## src/design/lqiac_pkg.sv

```systemverilog
// ----------------------------------------------------------------------------
// lqiac_pkg: shared definitions for the three-axis LQI attitude control core
// Widths, register indices, gain reset values and the axis control struct.
// ----------------------------------------------------------------------------
package lqiac_pkg;

	localparam int NumRegs  = 8;
	localparam int RegIdxW  = 3;
	localparam int GainW    = 16;
	localparam int AngleW   = 16;
	localparam int DtW      = 16;
	localparam int ThrW     = 12;
	localparam int TorqueW  = 40;
	localparam int IntegW   = 48;

	typedef logic [GainW-1:0]          gain_t;
	typedef logic signed [AngleW-1:0]  angle_t;
	typedef logic [DtW-1:0]            dt_t;
	typedef logic [ThrW-1:0]           throttle_t;
	typedef logic signed [TorqueW-1:0] torque_t;
	typedef logic signed [IntegW-1:0]  integ_t;
	typedef logic [RegIdxW-1:0]        reg_idx_t;

	localparam reg_idx_t REG_KI_ROLL_PITCH = 3'd0;
	localparam reg_idx_t REG_KI_YAW        = 3'd1;
	localparam reg_idx_t REG_KP_ROLL       = 3'd2;
	localparam reg_idx_t REG_KP_PITCH      = 3'd3;
	localparam reg_idx_t REG_KP_YAW        = 3'd4;
	localparam reg_idx_t REG_KD_ROLL       = 3'd5;
	localparam reg_idx_t REG_KD_PITCH      = 3'd6;
	localparam reg_idx_t REG_KD_YAW        = 3'd7;

	localparam gain_t GAIN_RESET [NumRegs] = '{
		16'd3686, 16'd664, 16'd24494, 16'd24535,
		16'd14746, 16'd14623, 16'd14664, 16'd6554
	};

	localparam throttle_t THROTTLE_ON = 12'd1020;

	typedef struct packed {
		logic load_s2;
		logic load_out;
	} axis_ctrl_t;

endpackage

```

## src/design/lqiac_axis.sv

```systemverilog
// ----------------------------------------------------------------------------
// lqiac_axis: one axis of the attitude controller
// Forms the products from the stage-one item, keeps the saturating integral,
// then sums and saturates the torque into the output register.
// ----------------------------------------------------------------------------
module lqiac_axis (
	input  logic                   clk,
	input  logic                   arst_n,
	input  lqiac_pkg::axis_ctrl_t  ctrl,
	input  lqiac_pkg::angle_t      ref_angle,
	input  lqiac_pkg::angle_t      meas_angle,
	input  lqiac_pkg::angle_t      rate,
	input  lqiac_pkg::dt_t         time_step,
	input  lqiac_pkg::gain_t       ki,
	input  lqiac_pkg::gain_t       kp,
	input  lqiac_pkg::gain_t       kd,
	output lqiac_pkg::torque_t     torque
);

	logic signed [16:0] err;
	logic signed [33:0] kp_prod;
	logic signed [32:0] kd_prod;
	logic signed [33:0] step_prod;
	logic signed [40:0] ki_hi_prod;
	logic        [39:0] ki_lo_prod;
	logic signed [48:0] integ_sum;
	lqiac_pkg::integ_t  integ_next;
	lqiac_pkg::integ_t  integ_q;

	logic signed [33:0] kp_s2;
	logic signed [32:0] kd_s2;
	logic signed [40:0] ki_hi_s2;
	logic        [19:0] ki_lo_s2;

	logic signed [44:0] iterm;
	logic signed [45:0] tq_sum;
	lqiac_pkg::torque_t tq_sat;
	lqiac_pkg::torque_t torque_q;

	assign err        = {ref_angle[15], ref_angle} - {meas_angle[15], meas_angle};
	assign kp_prod    = $signed({1'b0, kp}) * err;
	assign kd_prod    = $signed({1'b0, kd}) * rate;
	assign step_prod  = err * $signed({1'b0, time_step});
	assign ki_hi_prod = $signed({1'b0, ki}) * $signed(integ_q[47:24]);
	assign ki_lo_prod = ki * integ_q[23:0];
	assign integ_sum  = {integ_q[47], integ_q} + {{15{step_prod[33]}}, step_prod};

	always_comb begin
		if (integ_sum[48] != integ_sum[47]) begin
			integ_next = integ_sum[48] ? {1'b1, 47'd0} : {1'b0, {47{1'b1}}};
		end else begin
			integ_next = integ_sum[47:0];
		end
	end

	always_ff @(posedge clk or negedge arst_n) begin
		if (!arst_n) begin
			integ_q <= '0;
		end else if (ctrl.load_s2) begin
			integ_q <= integ_next;
		end
	end

	always_ff @(posedge clk) begin
		if (ctrl.load_s2) begin
			kp_s2    <= kp_prod;
			kd_s2    <= kd_prod;
			ki_hi_s2 <= ki_hi_prod;
			ki_lo_s2 <= ki_lo_prod[39:20];
		end
	end

	// The low partial product is non-negative, so flooring it alone is exact.
	assign iterm  = {ki_hi_s2, 4'd0} + $signed({25'd0, ki_lo_s2});
	assign tq_sum = {iterm[44], iterm} + {{12{kp_s2[33]}}, kp_s2}
		- {{13{kd_s2[32]}}, kd_s2};

	always_comb begin
		if (tq_sum[45:39] != {7{tq_sum[45]}}) begin
			tq_sat = tq_sum[45] ? {1'b1, 39'd0} : {1'b0, {39{1'b1}}};
		end else begin
			tq_sat = tq_sum[39:0];
		end
	end

	always_ff @(posedge clk) begin
		if (ctrl.load_out) begin
			torque_q <= tq_sat;
		end
	end

	assign torque = torque_q;

endmodule

```

## config.mk

```make
export PLATFORM = sky130hd
export DESIGN_NAME = lqiac_axis
export DESIGN_NICKNAME = d
export VERILOG_FILES = /design/src/design/lqiac_pkg.sv /design/src/design/lqiac_axis.sv
export SDC_FILE = /design/constraint.sdc
export NUM_CORES = 2
export LEC_CHECK = 0
export ABC_AREA = 1
export ABC_CLOCK_PERIOD_IN_PS = 17300
export BUFFER_PORTS_ARGS = -buffer_cell sky130_fd_sc_hd__buf_2
export CAP_MARGIN = 20
export CORE_MARGIN = 10
export CORE_UTILIZATION = 65
export CTS_CLUSTER_SIZE = 14
export DETAILED_ROUTE_END_ITERATION = 6
export GPL_ROUTABILITY_DRIVEN = 0
export PLACE_DENSITY = 0.88
export SLEW_MARGIN = 20
export SYNTH_ARGS = -nofsm -noshare
export SYNTH_HDL_FRONTEND = slang
export SYNTH_SLANG_ARGS = --single-unit
export TNS_END_PERCENT = 20
```

## constraint.sdc

```tcl
create_clock -name clk -period 17.3 [get_ports clk]
set_input_delay 3.46 -clock clk [delete_from_list [all_inputs] [get_ports clk]]
set_output_delay 3.46 -clock clk [all_outputs]
set_load 0.03 [all_outputs]
```

==> flow_summary.ini <==
[run_status]
outcome = finished with violations
failed_checks = design-rule violations

[synth]
synthCells = 9339
synth_cell_types = 53
synth_flop_cell = edfxtp_1
ys_warn_count = 0
syn_nets = 11630
yosysSeqAreaShare_pct = 8.428
synth_edf_count = 168
synth_area_per_cell_um2 = 7.935
synthesis.area_um2 = 74110
async_reset_ff_share_pct = 22.22
ys_seq_elements = 216

[detailed_routing]
drc = 5
wirelength_um = 201900
ant_nets = 0
drtIter0Drc = 6742
via_per_inst = 5.747
drt-wirelength-per-cell_um = 18.78
first_pass_iters = 7
vias = 61800

[floorplanning]
dieArea_um2 = 127900
fp.dieH_um = 357.7
rows = 123
fp.dieW_um = 357.7
core-area_um2 = 112800
start_util_pct = 65.69
ios = 156

[sta]
fin_crit_ps = 13650
max_freq_mhz = 73.25
drv_slew = 0
worst_pin_slew_ps = 1233
rsz0062_at_grt = false
relSlewSlack_pct = 17.62
period_share_pct = 78.91
hold_violations = 0
fin_skew_ps = 44.38
finalSetupTns_ps = 0
setup_viol = 0

[clocking]
path_clk_slew_ps = 70
cts_buffers = 25
clk_latency_ps = 590
postCtsHoldBufs = 0
tritoncts = yes
clockBufferDepth = 3
cts_num_sinks = 216
cts_setup_buffers = 0
ctsRootBufferMaster = clkbuf_16
h-tree-depth = 1
cts_resized = 0

[setup_path]
worstPathMaxFanout = 33
cp-start-kind = primary input
crit_top_cell = inv_1
critPathMaxStageDelay_ps = 710
arrival_ps = 14120
worstSetupEndpointType = flip-flop
crit_slowest_cell = fa_1
cp.required_ps = 17760
crit_type = in2reg

[finish]
syn_to_final_growth_pct = 3.367
final_cell_mix = inv_1 (2,622), nand2_1 (2,125), fa_1 (1,512)
layoutNonFillerInstCount = 10750
drive_gt1_share_pct = 3.191
nets = 11520
final_core_util_pct = 67.91
final_common_cell = inv_1

[placed_design]
dp_hpwl_um = 163200
io_buffers = 155
dpl.cell_count = 10700

[flow_run]
drv_cap = 0

[grt]
grt_max_degree = 71
grt_overflow_total = 0
antenna_found_initial = 13
grtUsageTotal_pct = 32.15
grt_pass1_wl_um = 331400
grt_pass1_vias = 66690

[hold_path]
hold_path.class = reg2reg
[kinds of logic (layout without fill, tap and decap cells)]
family | Yosys count | after routing | share of synthesized area (%)
buf+inv | 2978 | 2884 | 15.18
simple gates | 3066 | 3066 | 16.32
xor+xnor | 267 | 267 | 3.181
compound gates | 634 | 634 | 4.798
fa+ha+maj | 2178 | 2178 | 52.09
flops | 216 | 216 | 8.428
other cells | 0 | 8 | 0
[sequential cells by signal (all words and copies together), names as in the netlist]
register  cells
kd_s2        33
integ_q      48
ki_hi_s2     41
ki_lo_s2     20
kp_s2        34
torque       40
[path summary, 6_finish.rpt]
kind,startpoint,endpoint,slack [ps],cells after the start
max,ref_angle[0],integ_q[8],3650,41
min,integ_q[5],integ_q[5],710,2
max reg2reg,integ_q[11],integ_q[8],10180,22
min reg2reg,integ_q[5],integ_q[5],710,2
max in group asynchronous,arst_n,integ_q[1],13950,1
min in group asynchronous,arst_n,integ_q[43],2930,1
[area by class of cell]
| cell class | count | area (um2) |
|---|---|---|
| Fill cell | 8251 | 36200 |
| Timing Repair Buffer | 197 | 1140 |
| Sequential cell | 216 | 6246 |
| Tap cell | 1500 | 1877 |
| Antenna cell | 8 | 20.02 |
| Clock inverter | 16 | 152.6 |
| Multi-Input combinational cell | 6145 | 56610 |
| Inverter | 2641 | 9913 |
| Clock buffer | 30 | 644.4 |
[critical path: cells and delay by family]
family / cells / cell delay (ps)
compound gates: 3 / 640
xor+xnor: 1 / 620
fa+ha+maj: 9 / 4550
buf+inv: 12 / 2170
simple gates: 16 / 2630
[per-layer routing]
metal  global-route usage (%)  wire [um]  vias up
li1                         -          -    26850
met1                    39.82      70870    29810
met2                    52.14      92830     4075
met3                    7.684      24940     1060
met4                    17.12      13230        4
met5                        0         22        -
[synth_stat cells, drive strengths merged, types with 98 or more instances]
cell type / count / area [um2]
a21oi: 300 / 1501
inv: 2634 / 9887
nand3: 214 / 1076
xor2: 169 / 1499
fa: 1512 / 30270
ha: 666 / 8333
nor2: 602 / 2287
clkbuf: 281 / 1055
nand2: 2130 / 8013
o21ai: 175 / 883.4
edfxtp: 168 / 5045
xnor2: 98 / 858.3
[stage by stage]
stage | area [um2] | setup slack [ps] | hold WS (ps)
final | 76600 | 3648 | 706.3
after global routing | 76600 | 2999 | 753.3
after CTS | 76530 | 3886 | 688.1
after detailed placement | 75740 | 3380 | 679.5
after global placement | 75720 | 3896 | 672.0
after floorplan | 74110 | 5977 | 613.1
Power is not shown: default switching activity piles up to over one toggle a cycle in this logic, so the estimate is an artifact.
